[src/rtl/mscl_pkg.sv]
// Types, constants and decode functions of the multiplexed segment clock.
package mscl_pkg;

   localparam int CSR_INDEX_W = 1;
   localparam int CSR_DATA_W  = 8;

   localparam logic [CSR_INDEX_W-1:0] CSR_TICKS_PER_SECOND = 1'd0;
   localparam logic [CSR_INDEX_W-1:0] CSR_DEBOUNCE_SAMPLES = 1'd1;

   localparam logic [7:0] TICKS_PER_SECOND_RESET = 8'd248;
   localparam logic [3:0] DEBOUNCE_SAMPLES_RESET = 4'd4;
   localparam logic [5:0] MINUTES_RESET          = 6'd59;
   localparam logic [5:0] SIXTY                  = 6'd60;
   localparam logic [3:0] LAST_HOUR              = 4'd11;
   localparam logic [2:0] PHASE_LAST             = 3'd6;

   // Active-low digit enables, bit 0 is the hours tens digit.
   localparam logic [3:0] EN_HOURS_TENS   = 4'hE;
   localparam logic [3:0] EN_HOURS_UNITS  = 4'hD;
   localparam logic [3:0] EN_MINUTE_TENS  = 4'hB;
   localparam logic [3:0] EN_MINUTE_UNITS = 4'h7;

   localparam logic [6:0] SEG_BLANK = 7'h7F;

   typedef struct packed {
      logic button_min_n;
      logic button_hour_n;
   } req_type;

   typedef struct packed {
      logic [3:0] digit_enable_n;
      logic [6:0] segments_n;
      logic [3:0] hours_now;
      logic [5:0] minutes_now;
   } rsp_type;

   typedef struct packed {
      logic [7:0] ticks_per_second;
      logic [3:0] debounce_samples;
   } cfg_type;

   typedef struct packed {
      logic [3:0] tens;
      logic [3:0] units;
   } digits_type;

   function automatic logic [3:0] next_hour(input logic [3:0] h);
      return (h >= LAST_HOUR) ? 4'd0 : h + 4'd1;
   endfunction

   // Active-low common-anode pattern, bit 0 is segment A.
   function automatic logic [6:0] seg_of(input logic [3:0] d);
      logic [6:0] s;
      unique case (d)
         4'd0:    s = 7'h40;
         4'd1:    s = 7'h79;
         4'd2:    s = 7'h24;
         4'd3:    s = 7'h30;
         4'd4:    s = 7'h19;
         4'd5:    s = 7'h12;
         4'd6:    s = 7'h02;
         4'd7:    s = 7'h78;
         4'd8:    s = 7'h00;
         4'd9:    s = 7'h10;
         default: s = SEG_BLANK;
      endcase
      return s;
   endfunction

   function automatic digits_type split_hours(input logic [3:0] h);
      digits_type r;
      r.tens  = (h >= 4'd10) ? 4'd1 : 4'd0;
      r.units = (h >= 4'd10) ? h - 4'd10 : h;
      return r;
   endfunction

   // Minutes are at most 59 here, so a short compare chain finds the tens.
   function automatic digits_type split_minutes(input logic [5:0] m);
      digits_type r;
      logic [5:0] base;
      priority if (m >= 6'd50) begin
         r.tens = 4'd5;
         base   = 6'd50;
      end else if (m >= 6'd40) begin
         r.tens = 4'd4;
         base   = 6'd40;
      end else if (m >= 6'd30) begin
         r.tens = 4'd3;
         base   = 6'd30;
      end else if (m >= 6'd20) begin
         r.tens = 4'd2;
         base   = 6'd20;
      end else if (m >= 6'd10) begin
         r.tens = 4'd1;
         base   = 6'd10;
      end else begin
         r.tens = 4'd0;
         base   = 6'd0;
      end
      r.units = 4'(m - base);
      return r;
   endfunction

endpackage

[src/rtl/multiplexed_segment_clock.sv]
// Top level of the multiplexed four-digit 12-hour segment clock.
//
// Each request word is one timer tick carrying a sample of the two active-low
// set buttons; each tick yields exactly one response word with the digit
// enable, the segment pattern of that digit and the current hour and minute.
// A word is taken into an input register, passes once through the debouncers
// and the time and display logic, and lands in the response register; while
// the response is not stalled, a new request is accepted as the previous one
// moves on, and one word per clock cycle is sustained. The response register
// is the only buffer on the output side: while it holds a stalled word, the
// input register keeps its word, and req_stall is high while both registers
// hold a word and the response is stalled. Configuration writes through the
// csr_ port are always ready and take effect once registered; they are
// meant to happen only while no word is in flight. Register 0 sets the tick
// count that advances seconds (zero means every tick), register 1 the number
// of consecutive differing samples a button needs before its new level counts.
module multiplexed_segment_clock (
   input  logic                                clock,
   input  logic                                reset,
   input  logic                                req_valid,
   output logic                                req_stall,
   input  mscl_pkg::req_type                   req_data,
   output logic                                rsp_valid,
   input  logic                                rsp_stall,
   output mscl_pkg::rsp_type                   rsp_data,
   input  logic                                csr_valid,
   output logic                                csr_ready,
   input  logic [mscl_pkg::CSR_INDEX_W-1:0]    csr_index,
   input  logic [mscl_pkg::CSR_DATA_W-1:0]     csr_data
);

   logic              in_valid_ff, in_valid_in;
   mscl_pkg::req_type in_data_ff, in_data_in;
   logic              rsp_valid_ff, rsp_valid_in;
   mscl_pkg::rsp_type rsp_data_ff, rsp_data_in;
   mscl_pkg::cfg_type cfg_ff, cfg_in;

   logic              accept;
   logic              advance;
   logic              min_press, hour_press;
   mscl_pkg::rsp_type result;

   // The word in the input register moves on whenever the response register
   // is empty or is being emptied in this cycle.
   assign advance   = in_valid_ff && (!rsp_valid_ff || !rsp_stall);
   assign req_stall = in_valid_ff && !advance;
   assign accept    = req_valid && !req_stall;
   assign csr_ready = 1'b1;

   assign rsp_valid = rsp_valid_ff;
   assign rsp_data  = rsp_data_ff;

   always_comb begin
      in_valid_in = in_valid_ff;
      in_data_in  = in_data_ff;
      if (accept) begin
         in_valid_in = 1'b1;
         in_data_in  = req_data;
      end else if (advance) begin
         in_valid_in = 1'b0;
      end

      rsp_valid_in = rsp_valid_ff && rsp_stall;
      rsp_data_in  = rsp_data_ff;
      if (advance) begin
         rsp_valid_in = 1'b1;
         rsp_data_in  = result;
      end

      cfg_in = cfg_ff;
      if (csr_valid && csr_ready) begin
         unique case (csr_index)
            mscl_pkg::CSR_TICKS_PER_SECOND: cfg_in.ticks_per_second = csr_data;
            mscl_pkg::CSR_DEBOUNCE_SAMPLES: cfg_in.debounce_samples = csr_data[3:0];
         endcase
      end
   end

   always_ff @(posedge clock) begin
      if (reset) begin
         in_valid_ff                  <= 1'b0;
         rsp_valid_ff                 <= 1'b0;
         cfg_ff.ticks_per_second      <= mscl_pkg::TICKS_PER_SECOND_RESET;
         cfg_ff.debounce_samples      <= mscl_pkg::DEBOUNCE_SAMPLES_RESET;
      end else begin
         in_valid_ff  <= in_valid_in;
         rsp_valid_ff <= rsp_valid_in;
         cfg_ff       <= cfg_in;
      end
   end

   // Payload registers carry no reset.
   always_ff @(posedge clock) begin
      in_data_ff  <= in_data_in;
      rsp_data_ff <= rsp_data_in;
   end

   // The minute and hour buttons are debounced side by side; both act on
   // the same tick.
   mscl_debounce u_debounce_min (
      .clock   (clock),
      .reset   (reset),
      .advance (advance),
      .raw_n   (in_data_ff.button_min_n),
      .samples (cfg_ff.debounce_samples),
      .press   (min_press)
   );

   mscl_debounce u_debounce_hour (
      .clock   (clock),
      .reset   (reset),
      .advance (advance),
      .raw_n   (in_data_ff.button_hour_n),
      .samples (cfg_ff.debounce_samples),
      .press   (hour_press)
   );

   mscl_timekeeper u_timekeeper (
      .clock            (clock),
      .reset            (reset),
      .advance          (advance),
      .min_press        (min_press),
      .hour_press       (hour_press),
      .ticks_per_second (cfg_ff.ticks_per_second),
      .result           (result)
   );

endmodule

[src/rtl/mscl_debounce.sv]
// Debouncer for one active-low button; flags a newly accepted press.
module mscl_debounce (
   input  logic       clock,
   input  logic       reset,
   input  logic       advance,
   input  logic       raw_n,
   input  logic [3:0] samples,
   output logic       press
);

   logic       stable_ff, stable_in;
   logic [3:0] count_ff, count_in;
   logic       pressed;
   logic [3:0] count_inc;

   always_comb begin
      pressed   = ~raw_n;
      count_inc = count_ff + 4'd1;
      stable_in = stable_ff;
      count_in  = count_ff;
      press     = 1'b0;
      if (pressed != stable_ff) begin
         if (count_inc >= samples) begin
            stable_in = pressed;
            count_in  = 4'd0;
            press     = pressed;
         end else begin
            count_in = count_inc;
         end
      end else begin
         count_in = 4'd0;
      end
   end

   always_ff @(posedge clock) begin
      if (reset) begin
         stable_ff <= 1'b0;
         count_ff  <= 4'd0;
      end else if (advance) begin
         stable_ff <= stable_in;
         count_ff  <= count_in;
      end
   end

endmodule

[src/rtl/mscl_timekeeper.sv]
// Time counters, prescaler and display multiplexing of the segment clock.
module mscl_timekeeper (
   input  logic              clock,
   input  logic              reset,
   input  logic              advance,
   input  logic              min_press,
   input  logic              hour_press,
   input  logic [7:0]        ticks_per_second,
   output mscl_pkg::rsp_type result
);

   logic [7:0] tick_ff, tick_in;
   logic [2:0] phase_ff, phase_in;
   logic [5:0] sec_ff, sec_in;
   logic [5:0] min_ff, min_in;
   logic [3:0] hour_ff, hour_in;

   logic [5:0] min_set, min_carry;
   logic [3:0] hour_set;
   logic [5:0] sec_roll;
   logic [2:0] phase_inc;
   logic [7:0] tick_inc;
   logic [3:0] digit;
   logic [3:0] enable_n;
   mscl_pkg::digits_type hour_digits, min_digits;

   always_comb begin
      // Button presses first, then the second and minute rollovers.
      min_set  = min_press ? min_ff + 6'd1 : min_ff;
      hour_set = hour_press ? mscl_pkg::next_hour(hour_ff) : hour_ff;

      if (sec_ff >= mscl_pkg::SIXTY) begin
         sec_roll  = 6'd0;
         min_carry = min_set + 6'd1;
      end else begin
         sec_roll  = sec_ff;
         min_carry = min_set;
      end

      if (min_carry >= mscl_pkg::SIXTY) begin
         min_in  = 6'd0;
         hour_in = mscl_pkg::next_hour(hour_set);
      end else begin
         min_in  = min_carry;
         hour_in = hour_set;
      end

      hour_digits = mscl_pkg::split_hours(hour_in);
      min_digits  = mscl_pkg::split_minutes(min_in);

      // The phase runs 1 to 6: the hours tens and minute units digits are lit
      // for one tick each, the hours units and minute tens for two.
      phase_inc = phase_ff + 3'd1;
      phase_in  = (phase_inc >= mscl_pkg::PHASE_LAST) ? 3'd0 : phase_inc;
      unique case (phase_inc)
         3'd0, 3'd1: begin
            enable_n = mscl_pkg::EN_HOURS_TENS;
            digit    = hour_digits.tens;
         end
         3'd2, 3'd3: begin
            enable_n = mscl_pkg::EN_HOURS_UNITS;
            digit    = hour_digits.units;
         end
         3'd4, 3'd5: begin
            enable_n = mscl_pkg::EN_MINUTE_TENS;
            digit    = min_digits.tens;
         end
         default: begin
            enable_n = mscl_pkg::EN_MINUTE_UNITS;
            digit    = min_digits.units;
         end
      endcase

      // The prescaler runs last; its second shows up in the next word.
      tick_inc = tick_ff + 8'd1;
      if (tick_inc >= ticks_per_second) begin
         tick_in = 8'd0;
         sec_in  = sec_roll + 6'd1;
      end else begin
         tick_in = tick_inc;
         sec_in  = sec_roll;
      end

      result.digit_enable_n = enable_n;
      result.segments_n     = mscl_pkg::seg_of(digit);
      result.hours_now      = hour_in;
      result.minutes_now    = min_in;
   end

   always_ff @(posedge clock) begin
      if (reset) begin
         tick_ff  <= 8'd0;
         phase_ff <= 3'd0;
         sec_ff   <= 6'd0;
         min_ff   <= mscl_pkg::MINUTES_RESET;
         hour_ff  <= 4'd0;
      end else if (advance) begin
         tick_ff  <= tick_in;
         phase_ff <= phase_in;
         sec_ff   <= sec_in;
         min_ff   <= min_in;
         hour_ff  <= hour_in;
      end
   end

endmodule

[config.mk]
export PLATFORM = sky130hd
export DESIGN_NAME = multiplexed_segment_clock
export DESIGN_NICKNAME = d
export VERILOG_FILES = /design/src/rtl/mscl_pkg.sv /design/src/rtl/multiplexed_segment_clock.sv /design/src/rtl/mscl_debounce.sv /design/src/rtl/mscl_timekeeper.sv
export SDC_FILE = /design/constraint.sdc
export NUM_CORES = 1
export LEC_CHECK = 0
export BUFFER_PORTS_ARGS = -buffer_cell sky130_fd_sc_hd__buf_2
export CORE_MARGIN = 2
export CORE_UTILIZATION = 60
export CTS_CLUSTER_SIZE = 40
export DETAILED_ROUTE_END_ITERATION = 8
export PLACE_DENSITY = 0.9
export SETUP_SLACK_MARGIN = 0.05
export SYNTH_ARGS = -nofsm -noshare
export SYNTH_HDL_FRONTEND = slang
export SYNTH_SLANG_ARGS = --single-unit
export TNS_END_PERCENT = 20
[constraint.sdc]
create_clock -name clock -period 8.4 [get_ports clock]
set_input_delay 0.84 -clock clock [delete_from_list [all_inputs] [get_ports clock]]
set_output_delay 0.84 -clock clock [all_outputs]
set_load 0.03 [all_outputs]
; ---- After elaboration in Yosys (flattened, before gate mapping)
; Memories as Yosys holds them, arrays and structs flattened. A register that Yosys moved wholly into a read port is not among the register bits.
; Cells that the tools add are included.
[word_totals]
regBits = 67
rom_bits = 112
word_cells = 108
memories = 1
[memory_table]
columns = name, words, word_bits, read_ports, rd_ports_with_merged_regs, write_ports, line
row1 = (name not given), 16, 7, 1, 1, 0, mscl_pkg.sv:54  ; unique case (d)
[classes]
add_sub_neg = 11
n_lt_le_gt_ge = 14
eq_ne = 7
n_mux = 36
bitwise_logic = 3
reduce_logical = 18
[op_table]
columns = operator, count
row1 = $mux 4, 18
row2 = $mux 6, 5
row3 = $ge 6x6->1 const B, 4
row4 = $pmux 4 s3, 2
row5 = $add 6x1->6 const B, 3
row6 = $add 4x1->4 const B, 4
row7 = $ge 4x4->1 const B, 3
row8 = $ge 6x5->1 const B, 2
row9 = $mux 1, 9
row10 = $add 8x1->8 const B, 1
row11 = $ge 4x4->1, 2
row12 = $ge 8x8->1, 1
row13 = $mux 8, 1
row14 = $eq 3x2->1 const B, 2
row15 = $eq 3x3->1 const B, 2
row16 = $ge 6x4->1 const B, 1
row17 = $reduce_and 3->1, 2
row18 = $reduce_or 2->1, 3
row19 = $logic_and 1x1->1, 4
row20 = $logic_not 1->1, 4
row21 = $reduce_and 2->1, 2
row22 = $sub 4x4->4, 1
row23 = $sub 4x4->4 const B, 1
row24 = $add 3x1->3 const B, 1
row25 = 8 further kinds, 11

; ---- Longest topological paths before layout
; Gate-level depths: netlist of the first run.
[logic_depth]
ltp_word = 17
depth_mapped = 22

; ---- Modules after synthesis
; From an unflattened synthesis of the first run, not the netlist that was laid out.
[unflattened]
hier_cells = 561
hier_area_um2 = 5089.9
[by_module_without_submodules]
columns = mod, instances, cells_each, area_each_um2, seq_area_each_um2
row1 = mscl_timekeeper, 1, 400, 3071.7, 540.5
row2 = multiplexed_segment_clock, 1, 85, 1277.5, 970.9
row3 = mscl_debounce, 2, 38, 370.4, 100.1

; ---- Worst setup path before layout of the first run
; No wires, ideal clock.
[synth_timing]
path_type = register to register
start = register u_debounce_min.count_ff[0]
end = register rsp_data[14] (netlist name)
arrival_time_ns = 4.818
path_slack_ns = 3.322
stages_incl_launch_ff = 23
n_path_buf = 1
period_less_slack_ns = 5.078
cell_sequence = dfxtp_1 > ha_1 > xor2_1 > ha_1 > o211ai_1 > o21ai_0 > nand2_1 > xnor2_1 > ha_1 > and2_1 > buf_2 > o211ai_1 > xnor2_1 > o21ai_0 > o311ai_0 > ha_1 > inv_1 > fa_1 > and3_1 > a31o_2 > nor2_4 > mux2i_1 > mux2_2
[synth_via]
elab_chain_len = 17
elab_cells_between_ends = 31
cone_classes = add/sub: 4 / order compare: 8 / mux: 19
[synth_lines]
columns = item, line
row1 = from (decl), mscl_debounce.sv:12  ; logic [3:0] count_ff, count_in;
row2 = from (signal assigned), mscl_debounce.sv:41  ; count_ff <= count_in;
row3 = $add 4x1->4 *, mscl_debounce.sv:18  ; count_inc = count_ff + 4'd1;
row4 = $ge 4x4->1 *, mscl_debounce.sv:23  ; if (count_inc >= samples) begin
row5 = $mux 1 *, mscl_debounce.sv:23
row6 = $mux 1 *, mscl_debounce.sv:22  ; if (pressed != stable_ff) begin
row7 = $mux 6 *, mscl_timekeeper.sv:29  ; min_set = min_press ? min_ff + 6'd1 : min_ff;
row8 = $add 6x1->6, mscl_timekeeper.sv:34  ; min_carry = min_set + 6'd1;
row9 = $mux 6 *, mscl_timekeeper.sv:32  ; if (sec_ff >= mscl_pkg::SIXTY) begin
row10 = $ge 6x6->1, mscl_timekeeper.sv:40  ; if (min_carry >= mscl_pkg::SIXTY) begin
row11 = $mux 6, mscl_timekeeper.sv:40
row12 = $ge 6x4->1, mscl_pkg.sv:93  ; end else if (m >= 6'd10) begin
row13 = $mux 4, mscl_pkg.sv:93
row14 = $mux 4, mscl_pkg.sv:90  ; end else if (m >= 6'd20) begin
row15 = $mux 4, mscl_pkg.sv:87  ; end else if (m >= 6'd30) begin
row16 = $mux 4, mscl_pkg.sv:84  ; end else if (m >= 6'd40) begin
row17 = $mux 4, mscl_pkg.sv:81  ; priority if (m >= 6'd50) begin
row18 = $sub 4x4->4, mscl_pkg.sv:100  ; r.units = 4'(m - base);
row19 = $pmux 4 s3 *, mscl_timekeeper.sv:55  ; unique case (phase_inc)
; Every way passes the cells marked *; elsewhere a longest branch is shown, timed or not.
; A chain may end at the register's enable or synchronous reset.

; ---- Worst setup path in the final report of the first run
[layout_timing]
start = register u_debounce_min.count_ff[0]
end = register rsp_data[13] (netlist name)
[layout_via]
elab_chain_len = 17
elab_cells_between_ends = 31
cone_classes = add/sub: 4 / order compare: 8 / mux: 19
[layout_lines]
columns = item, line
row1 = $add 4x1->4 *, mscl_debounce.sv:18
row2 = $ge 4x4->1 *, mscl_debounce.sv:23
row3 = $mux 1 *, mscl_debounce.sv:23
row4 = $mux 1 *, mscl_debounce.sv:22
row5 = $mux 6 *, mscl_timekeeper.sv:29
row6 = $add 6x1->6, mscl_timekeeper.sv:34
row7 = $mux 6 *, mscl_timekeeper.sv:32
row8 = $ge 6x6->1, mscl_timekeeper.sv:40
row9 = $mux 6, mscl_timekeeper.sv:40
row10 = $ge 6x4->1, mscl_pkg.sv:93
row11 = $mux 4, mscl_pkg.sv:93
row12 = $mux 4, mscl_pkg.sv:90
row13 = $mux 4, mscl_pkg.sv:87
row14 = $mux 4, mscl_pkg.sv:84
row15 = $mux 4, mscl_pkg.sv:81
row16 = $sub 4x4->4, mscl_pkg.sv:100
row17 = $pmux 4 s3 *, mscl_timekeeper.sv:55
; Marked as above.

==> reports/qor.csv, run 1 <==
stage,metric,value,unit
outcome,status,completed,
clock_tree,Num CTS Buffers,9,
critical_path,Worst R2R End,rsp_data[13]$_DFFE_PP_,
layout,"Core Util, Final",68.5,%
route,WL/cell,15.0,um
place,RD Place Congestion,0.890,
route,ANT nets after route,0,
die,Chip Width,94.0,um
layout,P&R area growth vs syn,9.58,%
logic_synthesis,ys flop type,dfxtp_1,
critical_path,CP Max Fanout,8,
clock_tree,post-CTS sizing,0,
hold_path,Worst Hold Class,reg -> reg,
route,drc violations,0,
pwr,leakage power,0.00225,uW
logic_synthesis,"Seq/Total Area, Yosys",35.2,%
die,Die Ht,94.0,um
critical_path,r2r setup slk,2340,ps
logic_synthesis,top-count cell post-synth,nor2_1,
global_route,global-route wire length before repair,17500,um
die,number of core rows,32,
layout,Antenna diodes,0,
logic_synthesis,synthesized instance count,552,
pwr,combinational share of power,19.3,%
global_route,"Remaining Overflow, GRT",0,
place,Port Buf Inserts,38,
logic_synthesis,Post-synth EDFFs,23,
route,via/cell ratio,6.16,
global_route,largest net degree at the start of global routing,52,
route,final WL,10300,um
logic_synthesis,asr flop ratio synth,0,%
timing,Worst-Margin Slew,938,ps
logic_synthesis,Cell variety after synth,82,
clock_tree,Max Root-Sink Buffers,2,
global_route,number of global-route vias before repair,4003,
timing,Tcrit/Tclk final,72.1,%
global_route,GRT Util Overall,24.3,%
hold_path,hold endpoint,cfg_ff[1]$_SDFFE_PP0P_,
logic_synthesis,"area leader, netlist",dfxtp_1,
clock_tree,CTS tree,yes,
layout,fraction of layout cells with a size suffix above 1,13.9,%
clock_tree,H-tree depth reported by CTS,3,
timing,RSZ-0062 raised after global routing,false,
clock_tree,setup bufs post-CTS,0,
timing,Max Freq,0.165,GHz
die,# IOs,40,
timing,setup tns final,0,ps
die,starting density of the core,62.5,%
critical_path,critical path arrival,6140,ps
pwr,Sw Ratio,29.7,%
timing,Worst Skew,14.7,ps
hold_path,hold path depth,2,
timing,Setup-failing EPs final,0,
pwr,switching pwr,262,uW
timing,fin crit period,6060,ps
logic_synthesis,Synth Area per Inst,8.80,um^2
pwr,clock power share,35.5,%
timing,Slew Limit Headroom,37.4,%
pwr,peak supply drop,0.000130,V
die,core footprint,7770,um^2
logic_synthesis,Synth top area share,21.0,%
clock_tree,hold_buf cts,0,
critical_path,R2R cell count,20,
global_route,antenna violations before repair,0,
critical_path,Critical Path Source Type,register,
timing,Max Transition Viols Final,0,
clock_tree,Root Buffer,clkbuf_8,
layout,Nets,638,
clock_tree,CTS Sinks,74,
route,1st-pass router iterations,5,
place,estimated wirelength of the detail-placed design,7490,um
logic_synthesis,Post-synth top cells,"nor2_1, dfxtp_1, nand2_1",
critical_path,crit path kind,reg -> reg,
critical_path,"Req. time, crit path",8480,ps
die,die area,8830,um^2
pwr,Cell Int Power,620,uW
critical_path,Crit Reg-Reg Startpoint,u_debounce_min.count_ff[0]$_SDFFE_PP0P_,
route,total via count in the routed design,4256,
route,DR iter-0 viols,356,
pwr,Power Density,166,nW/um^2
logic_synthesis,top post-synthesis cells by area,"dfxtp_1, edfxtp_1, ha_1, nor2_1, nand2_1",
logic_synthesis,post-synthesis register bit count,74,
layout,fillers,603,
timing,Fin. Hold Viols,0,
logic_synthesis,syn_nets,606,
clock_tree,Worst-path clk slew,90,ps
logic_synthesis,Synth Cell Area,4860,um^2
logic_synthesis,Yosys Warn Count,0,
critical_path,Crit. End Element,register,
pwr,Sequential Power Share,45.1,%
hold_path,hold path start,cfg_ff[1]$_SDFFE_PP0P_,
clock_tree,clk_lat worst skew,360,ps
flow_run,MaxCap Viol Count,0,
==> through the flow <==
stage	hold WS (ps)	setup slack [ps]	power [uW]	cells	cell area, um^2
global route	486	1950	919	691	5320
global placement	447	2920	565	675	5100
floorplan	435	3320	535	552	4860
finish	459	2340	882	691	5320
CTS	461	2480	884	691	5320
detailed placement	450	2510	573	675	5100
==> routing by layer <==
metal  GRT usage [%]  vias up  share of wire, %
li1                -     2086                 -
met1            29.8     1968                43
met2            41.8      164                48
met3            3.77       38               5.8
met4            11.4        0               3.1
met5               0        -                 0
==> worst max path at each step <==
stage	end	slack, ps	cells past startpoint	from
floorplan	rsp_data[14]$_DFFE_PP_	3320	22	u_debounce_min.count_ff[0]$_SDFFE_PP0P_
global placement	rsp_data[14]$_DFFE_PP_	2920	21	u_debounce_min.count_ff[0]$_SDFFE_PP0P_
detailed placement	rsp_data[13]$_DFFE_PP_	2510	20	u_debounce_min.count_ff[0]$_SDFFE_PP0P_
CTS	rsp_data[13]$_DFFE_PP_	2480	20	u_debounce_min.count_ff[0]$_SDFFE_PP0P_
global route	rsp_data[10]$_DFFE_PP_	1950	20	u_debounce_min.count_ff[0]$_SDFFE_PP0P_
finish	rsp_data[13]$_DFFE_PP_	2340	20	u_debounce_min.count_ff[0]$_SDFFE_PP0P_
==> power groups by stage <==
stage	logic (uW)	registers (uW)	clock network, uW
after floorplan	117	418	0
after global placement	160	405	0
after detailed placement	167	406	0
after CTS	169	398	317
after global routing	188	400	331
final	170	398	313
==> layout make-up <==
cell class | instances | area (um^2) | area share, %
clock buffers | 9 | 124 | 2.33
clock inverters | 7 | 100 | 1.88
inverters | 28 | 105 | 1.97
multi-input cells | 431 | 2950 | 55.4
flip-flops and latches | 74 | 1710 | 32.2
well taps | 102 | 128 | 2.40
repair buffers | 40 | 205 | 3.86
==> flip-flops by register name, indices dropped and copies added (netlist names), 2 cells and up <==
signal / flops
u_timekeeper.sec_ff: 6
u_timekeeper.hour_ff: 4
rsp_data: 21
u_timekeeper.phase_ff: 3
in_data_ff: 2
u_timekeeper.min_ff: 6
u_timekeeper.tick_ff: 8
cfg_ff: 12
u_debounce_hour.count_ff: 4
u_debounce_min.count_ff: 4
==> layout by cell type (no fill, tap or decap), types with 16 or more instances in the layout <==
master and count:
nor2_1 59, nand2_1 48, edfxtp_1 23, inv_1 27, nand3_1 22, dfxtp_1 51
buf_2 38, ha_1 37, a21oi_1 27, mux2i_1 16, o21ai_0 31
==> worst max-delay path: stages, from the launching register on <==
cell,delay [ps]
dfxtp_1,400
nand3_1,110
xnor2_1,160
ha_1,370
o211ai_1,130
o21ai_0,450
nand2_1,220
xnor2_1,270
ha_1,200
and2_1,310
o211ai_1,180
xnor2_1,460
o21ai_0,170
o311ai_0,560
ha_1,270
inv_1,50
fa_1,430
and3_1,150
a31o_2,240
nor3_1,490
mux2i_1,170
==> logic make-up (layout without fill, tap and decap cells) <==
group                    count (synthesis)  in the layout  synth area share [%]
AND/OR/NAND/NOR                        212            212                  22.4
AO/OA/AOI/OAI                          142            142                  20.7
flip-flops                              74             74                  35.2
buffers and inverters                   47             84                  4.04
adder cells (fa/ha/maj)                 38             38                  9.94
XOR/XNOR                                19             19                  3.58
multiplexers                            19             19                  4.07
other                                    1              1                0.0772
Note: power is estimated with default switching activity, not from simulation.
==> run 2, diff against run 1 <==
==> constraint.sdc (replaced) <==
create_clock -name clock -period 6.3 [get_ports clock]
set_input_delay 0.63 -clock clock [delete_from_list [all_inputs] [get_ports clock]]
set_output_delay 0.63 -clock clock [all_outputs]
set_load 0.03 [all_outputs]
==> run 2 against run 1 <==
Net effect:
- utilization down 0.53 points
- setup slack got worse by 1800 ps
- clock power rose by 7.3%
- global-route usage hardly changed
- critical path type unchanged
- critical endpoint is now rsp_data[10]$_DFFE_PP_
==> reports/qor.csv, run 2 (same netlist as run 1, synthesis figures left out) <==
stage,metric,value,unit,change
critical_path,Crit Reg-Reg Startpoint,u_debounce_min.count_ff[0]$_SDFFE_PP0P_,,unchanged
timing,Tcrit/Tclk final,91.5,%,was 72.1%
timing,fin crit period,5760,ps,was 6060 ps
hold_path,hold path start,req_data[1],,was cfg_ff[1]$_SDFFE_PP0P_
die,core footprint,7770,um^2,unchanged
layout,fraction of layout cells with a size suffix above 1,13.9,%,unchanged
clock_tree,CTS Sinks,74,,unchanged
global_route,"Remaining Overflow, GRT",0,,unchanged
global_route,GRT Util Overall,24.3,%,about the same
pwr,Power Density,207,nW/um^2,was 166 nW/um^2
timing,Max Freq,0.174,GHz,was 0.165 GHz
critical_path,R2R cell count,21,,was 20
timing,setup tns final,0,ps,unchanged
route,WL/cell,15.0,um,about the same
flow_run,MaxCap Viol Count,0,,unchanged
global_route,number of global-route vias before repair,3946,,"was 4,003"
critical_path,critical path arrival,5860,ps,was 6140 ps
route,total via count in the routed design,4213,,"was 4,256"
clock_tree,Worst-path clk slew,80,ps,was 90 ps
hold_path,hold endpoint,in_data_ff[1]$_DFFE_PP_,,was cfg_ff[1]$_SDFFE_PP0P_
layout,P&R area growth vs syn,8.73,%,was 9.58%
timing,Worst-Margin Slew,926,ps,was 938 ps
layout,Nets,638,,unchanged
layout,"commonest non-fill, non-tap cell in the layout",nor2_1,,unchanged
timing,Slew Limit Headroom,38.1,%,was 37.4%
clock_tree,H-tree depth reported by CTS,3,,unchanged
layout,Antenna diodes,0,,unchanged
outcome,status,completed,,unchanged
clock_tree,post-CTS sizing,0,,unchanged
hold_path,Worst Hold Class,in -> reg,,was reg -> reg
timing,Setup-failing EPs final,0,,unchanged
timing,Fin. Hold Viols,0,,unchanged
clock_tree,clk_lat worst skew,360,ps,about the same
route,via/cell ratio,6.10,,was 6.16
critical_path,Crit. End Element,register,,unchanged
critical_path,r2r setup slk,540,ps,was 2340 ps
layout,Final Instance Area,5280,um^2,was 5320 um^2
hold_path,hold path depth,1,,was 2
place,Port Buf Inserts,38,,unchanged
clock_tree,Max Root-Sink Buffers,2,,unchanged
route,1st-pass router iterations,5,,unchanged
critical_path,"Req. time, crit path",6390,ps,was 8480 ps
global_route,global-route wire length before repair,17400,um,"was 17,500 um"
die,Die Ht,94.0,um,unchanged
clock_tree,Root Buffer,clkbuf_8,,unchanged
clock_tree,CTS tree,yes,,unchanged
place,RD Place Congestion,0.890,,unchanged
clock_tree,Num CTS Buffers,9,,unchanged
route,DR iter-0 viols,334,,was 356
critical_path,Worst R2R End,rsp_data[10]$_DFFE_PP_,,was rsp_data[13]$_DFFE_PP_
layout,max reg flops,21,,unchanged
layout,fillers,590,,was 603
place,estimated wirelength of the detail-placed design,7560,um,was 7490 um
layout,most frequent cells in the layout,"nor2_1, dfxtp_1, nand2_1",,unchanged
pwr,leakage power,0.00223,uW,was 0.00225 uW
critical_path,CP Max Fanout,9,,was 8
clock_tree,hold_buf cts,0,,unchanged
critical_path,crit path kind,reg -> reg,,unchanged
timing,RSZ-0062 raised after global routing,false,,unchanged
die,Chip Width,94.0,um,unchanged
die,number of core rows,32,,unchanged
die,starting density of the core,62.5,%,unchanged
pwr,Tot Pwr,1100,uW,was 882 uW
route,final WL,10300,um,about the same
timing,Max Transition Viols Final,0,,unchanged
pwr,peak supply drop,0.000155,V,was 0.000130 V
timing,Final Worst Setup Slack,537,ps,was 2340 ps
global_route,largest net degree at the start of global routing,52,,unchanged
die,die area,8830,um^2,unchanged
critical_path,Critical Path Source Type,register,,unchanged
timing,Worst Skew,13.7,ps,was 14.7 ps
clock_tree,setup bufs post-CTS,0,,unchanged
route,drc violations,0,,unchanged
timing,Worst Hold Slack,452,ps,was 459 ps
place,Placed Area,5100,um^2,unchanged
die,# IOs,40,,unchanged
place,DP Worst Slack,344,ps,was 2510 ps
global_route,antenna violations before repair,0,,unchanged
route,ANT nets after route,0,,unchanged
run 2: cell count changes in the layout (fill, tap and decap cells not counted):
cell and delta:
o21ai_0 -1, inv_6 -1, nor3_2 +1, xnor2_1 -1
clkbuf_1 +2, nor3_1 -1, bufinv_16 -2, o21ai_1 +1
xnor2_2 +1, clkinvlp_4 +1
run 2: report_power, final:
group          switching (uW)  internal [uW]  total, uW  leakage, uW
sequential               13.9            517        531     0.000622
combinational             145           84.3        229      0.00153
clock                     190            145        336    0.0000839
total                     349            746       1100      0.00223
run 2: metal layers:
metal	wire length (um)	share of wire [%]	global-route usage, %
met5	0	0	0
met4	240	2.3	9.30
met3	551	5.3	4.82
met2	4960	48	41.9
met1	4580	44	30.0
run 2: cell type report:
cell class	instances	area (um^2)	area share, %
Clock buffer	11	131	2.49
Clock inverter	5	38.8	0.734
Inverter	28	105	1.99
Multi-Input combinational cell	431	2960	56.1
Sequential cell	74	1710	32.4
Tap cell	102	128	2.42
Timing Repair Buffer	40	205	3.89
run 2: worst max-delay path by stage:
stage	from	end	slack (ps)	cells after the start
floorplan	u_debounce_min.count_ff[0]$_SDFFE_PP0P_	rsp_data[14]$_DFFE_PP_	1220	22
global placement	u_debounce_min.count_ff[0]$_SDFFE_PP0P_	rsp_data[14]$_DFFE_PP_	820	21
detailed placement	u_debounce_min.count_ff[0]$_SDFFE_PP0P_	rsp_data[10]$_DFFE_PP_	340	20
CTS	u_debounce_min.count_ff[0]$_SDFFE_PP0P_	rsp_data[10]$_DFFE_PP_	300	20
global route	u_debounce_min.count_ff[0]$_SDFFE_PP0P_	rsp_data[14]$_DFFE_PP_	150	21
finish	u_debounce_min.count_ff[0]$_SDFFE_PP0P_	rsp_data[10]$_DFFE_PP_	540	21
run 2: through the flow:
stage,instances,utilization (%)
finish,691,68.0
global route,691,68.0
CTS,691,67.8
detailed placement,675,65.6
global placement,675,65.6
floorplan,552,-
run 2: critical path, stage by stage (launching register included):
cell      delay, ps
dfxtp_1         420
nand3_1         120
xnor2_1         170
ha_1            360
o211ai_1        130
o21ai_1         300
nand2_1         180
xnor2_1         250
ha_1            200
and2_1          320
o211ai_1        230
xnor2_2         350
o21ai_0         150
o311ai_0        550
ha_1            260
inv_1            50
fa_1            410
and3_1          150
a31o_2          250
nor2_4          260
mux2i_1         280
mux2i_1         110
==> run 3, diff against run 2 <==
--- a/config.mk
+++ b/config.mk
@@ -14,5 +14,6 @@
 export SETUP_SLACK_MARGIN = 0.05
 export SYNTH_ARGS = -nofsm -noshare
 export SYNTH_HDL_FRONTEND = slang
+export SYNTH_HIERARCHICAL = 1
 export SYNTH_SLANG_ARGS = --single-unit
 export TNS_END_PERCENT = 20
==> run 3 against run 2 <==
Net effect:
- sequential power is 1% higher
- total power is 2.3% higher
- largest power group unchanged
- via count is 2.0% higher
- critical path depth increased by 2
- flip-flop and latch count unchanged
- global-route usage grew 0.70 points
- highest routed layer unchanged
- combinational power grew 14%
- area after synthesis rose by 4.8%
- die area up 4.6%
- register-to-register slack about the same
- utilization down 1.4 points
- clock skew is 3.4 ps lower
==> reports/qor.csv, run 3 <==
stage,metric,value,unit,change
logic_synthesis,Synth Cell Area,5090,um^2,was 4860 um^2
die,die area,9240,um^2,was 8830 um^2
outcome,status,completed,,unchanged
logic_synthesis,"Seq/Total Area, Yosys",33.6,%,was 35.2%
logic_synthesis,top post-synthesis cells by area,"dfxtp_1, edfxtp_1, ha_1, mux2i_1, a21oi_1",,"was dfxtp_1, edfxtp_1, ha_1, nor2_1, nand2_1"
route,ANT nets after route,0,,unchanged
logic_synthesis,Cell variety after synth,80,,was 82
logic_synthesis,"area leader, netlist",dfxtp_1,,unchanged
clock_tree,Num CTS Buffers,9,,unchanged
route,total via count in the routed design,4296,,"was 4,213"
logic_synthesis,Synth Area per Inst,9.07,um^2,was 8.80 um^2
clock_tree,Worst-path clk slew,80,ps,about the same
pwr,leakage power,0.00235,uW,was 0.00223 uW
die,Chip Width,96.1,um,was 94.0 um
clock_tree,Max Root-Sink Buffers,2,,unchanged
critical_path,Critical Path Source Type,register,,unchanged
route,via/cell ratio,6.13,,was 6.10
timing,Tcrit/Tclk final,91.4,%,was 91.5%
pwr,Power Density,205,nW/um^2,was 207 nW/um^2
timing,Max Freq,0.174,GHz,about the same
logic_synthesis,Post-synth top cells,"nor2_1, dfxtp_1, a21oi_1",,"was nor2_1, dfxtp_1, nand2_1"
route,final WL,11000,um,"was 10,300 um"
clock_tree,CTS tree,yes,,unchanged
place,Port Buf Inserts,38,,unchanged
route,WL/cell,15.7,um,was 15.0 um
critical_path,critical path arrival,5840,ps,was 5860 ps
layout,"commonest non-fill, non-tap cell in the layout",nor2_1,,unchanged
logic_synthesis,asr flop ratio synth,0,%,unchanged
critical_path,"Req. time, crit path",6390,ps,about the same
pwr,peak supply drop,0.000102,V,was 0.000155 V
logic_synthesis,Yosys Warn Count,6,,was 0
global_route,"Remaining Overflow, GRT",0,,unchanged
clock_tree,clk_lat worst skew,350,ps,was 360 ps
timing,setup tns final,0,ps,unchanged
logic_synthesis,top-count cell post-synth,nor2_1,,unchanged
critical_path,CP max stage cell,a211oi_2,,was o311ai_0
critical_path,CP Max Fanout,13,,was 9
global_route,number of global-route vias before repair,3982,,"was 3,946"
logic_synthesis,Post-synth EDFFs,23,,unchanged
clock_tree,H-tree depth reported by CTS,3,,unchanged
die,core footprint,8220,um^2,was 7770 um^2
timing,Fin. Hold Viols,0,,unchanged
critical_path,Critical Path Max Stage Delay,440,ps,was 550 ps
timing,fin crit period,5760,ps,about the same
critical_path,crit path kind,reg -> reg,,unchanged
place,estimated wirelength of the detail-placed design,7950,um,was 7560 um
timing,Max Transition Viols Final,0,,unchanged
logic_synthesis,ys flop type,dfxtp_1,,unchanged
place,Placed Area,5310,um^2,was 5100 um^2
layout,Antenna diodes,0,,unchanged
timing,Setup-failing EPs final,0,,unchanged
clock_tree,Root Buffer,clkbuf_8,,unchanged
layout,P&R area growth vs syn,7.55,%,was 8.73%
timing,RSZ-0062 raised after global routing,false,,unchanged
clock_tree,hold_buf cts,0,,unchanged
layout,most frequent cells in the layout,"nor2_1, dfxtp_1, a21oi_1",,"was nor2_1, dfxtp_1, nand2_1"
route,drc violations,0,,unchanged
clock_tree,CTS Sinks,74,,unchanged
logic_synthesis,synthesized instance count,561,,was 552
layout,max reg flops,21,,unchanged
logic_synthesis,syn_nets,615,,was 606
global_route,GRT Util Overall,25.0,%,was 24.3%
timing,Slew Limit Headroom,26.7,%,was 38.1%
timing,Worst-Margin Slew,1100,ps,was 926 ps
die,Die Ht,96.1,um,was 94.0 um
global_route,global-route wire length before repair,18200,um,"was 17,400 um"
critical_path,CP cell instances,nand3_1 -> xnor2_1 -> ha_1 -> o211ai_2 -> o21ai_1 -> nor3b_1 -> buf_4 -> mux2_2 -> ha_1 -> inv_1 -> nor2_1 -> and4b_1 -> a211oi_2 -> nor2_2 -> nor2_1 -> inv_1 -> ha_1 -> inv_1 -> fa_1 -> a32oi_1 -> o221a_2 -> and2_1 -> mux2i_1,,was nand3_1 -> xnor2_1 -> ha_1 -> o211ai_1 -> o21ai_1 -> nand2_1 -> xnor2_1 -> ha_1 -> and2_1 -> o211ai_1 -> xnor2_2 -> o21ai_0 -> o311ai_0 -> ha_1 -> inv_1 -> fa_1 -> and3_1 -> a31o_2 -> nor2_4 -> mux2i_1 -> mux2i_1
logic_synthesis,post-synthesis register bit count,74,,unchanged
timing,Worst Skew,10.3,ps,was 13.7 ps
die,starting density of the core,61.9,%,was 62.5%
clock_tree,post-CTS sizing,0,,unchanged
route,1st-pass router iterations,5,,unchanged
critical_path,Crit. End Element,register,,unchanged
global_route,antenna violations before repair,0,,unchanged
place,RD Place Congestion,0.875,,was 0.890
global_route,largest net degree at the start of global routing,69,,was 52
flow_run,MaxCap Viol Count,0,,unchanged
die,# IOs,40,,unchanged
hold_path,Worst Hold Class,in -> reg,,unchanged
route,DR iter-0 viols,272,,was 334
logic_synthesis,Synth top area share,20.1,%,was 21.0%
layout,Nets,645,,was 638
layout,Final Instance Area,5470,um^2,was 5280 um^2
die,number of core rows,33,,was 32
layout,fraction of layout cells with a size suffix above 1,15.3,%,was 13.9%
clock_tree,setup bufs post-CTS,0,,unchanged
## run 3: cell type report
cell class	instances	area, um^2
Clock buffer	10	128
Clock inverter	6	33.8
Fill cell	658	2740
Inverter	38	143
Multi-Input combinational cell	426	3110
Sequential cell	74	1710
Tap cell	105	131
Timing Repair Buffer	42	220
## run 3: worst paths after layout
kind                                                              start                             endpoint  slack (ps)  cells past startpoint
worst max register to register  u_debounce_min/count_ff[0]$_SDFFE_PP0P_               rsp_data[13]$_DFFE_PP_         540                     23
worst min register to register      u_timekeeper/sec_ff[0]$_SDFFE_PP0P_  u_timekeeper/sec_ff[0]$_SDFFE_PP0P_         470                      2
worst max-delay path            u_debounce_min/count_ff[0]$_SDFFE_PP0P_               rsp_data[13]$_DFFE_PP_         540                     23
worst min-delay path                                        req_data[1]              in_data_ff[1]$_DFFE_PP_         450                      1
## run 3: per-stage QoR
step / worst slack, ps / hold slack [ps] / total power, uW / std cells / utilization, %
floorplan: 960 / 442 / 749 / 561 / -
global placement: 967 / 452 / 789 / 685 / 64.7
detailed placement: 633 / 462 / 804 / 685 / 64.7
CTS: 620 / 441 / 1120 / 701 / 66.6
global route: 76.5 / 446 / 1170 / 701 / 66.6
finish: 542 / 451 / 1120 / 701 / 66.6
## run 3: metal layers
metal | vias to the layer above | global-route usage, % | wire length (um) | share of wire [%]
met2 | 189 | 44.3 | 5630 | 51
met3 | 14 | 3.84 | 672 | 6.1
met4 | 0 | 8.45 | 127 | 1.2
met1 | 2005 | 30.9 | 4610 | 42
li1 | 2088 | - | - | -
met5 | - | 0 | 0 | 0
## run 3: power breakdown
| group | internal (uW) | leakage (uW) | switching (uW) |
|---|---|---|---|
| Sequential | 519 | 0.000623 | 18.1 |
| Clock | 140 | 0.0000795 | 182 |
| Combinational | 102 | 0.00165 | 158 |
## run 3: critical path: cells and delay by family, from the launching register on
family / cells / cell delay, ps
multiplexers: 2 / 500
AO/OA/AOI/OAI: 5 / 1290
XOR/XNOR: 1 / 160
flip-flops: 1 / 420
buffers and inverters: 4 / 460
AND/OR/NAND/NOR: 7 / 1510
adder cells (fa/ha/maj): 4 / 1140
## run 3: cells by family after synthesis
| group | count (synthesis) | share of synthesized area, % |
|---|---|---|
| multiplexers | 27 | 5.46 |
| AND/OR/NAND/NOR | 196 | 21.6 |
| AO/OA/AOI/OAI | 138 | 18.6 |
| adder cells (fa/ha/maj) | 38 | 9.49 |
| XOR/XNOR | 26 | 5.63 |
| other | 1 | 0.0737 |
| flip-flops | 74 | 33.6 |
| buffers and inverters | 61 | 5.56 |
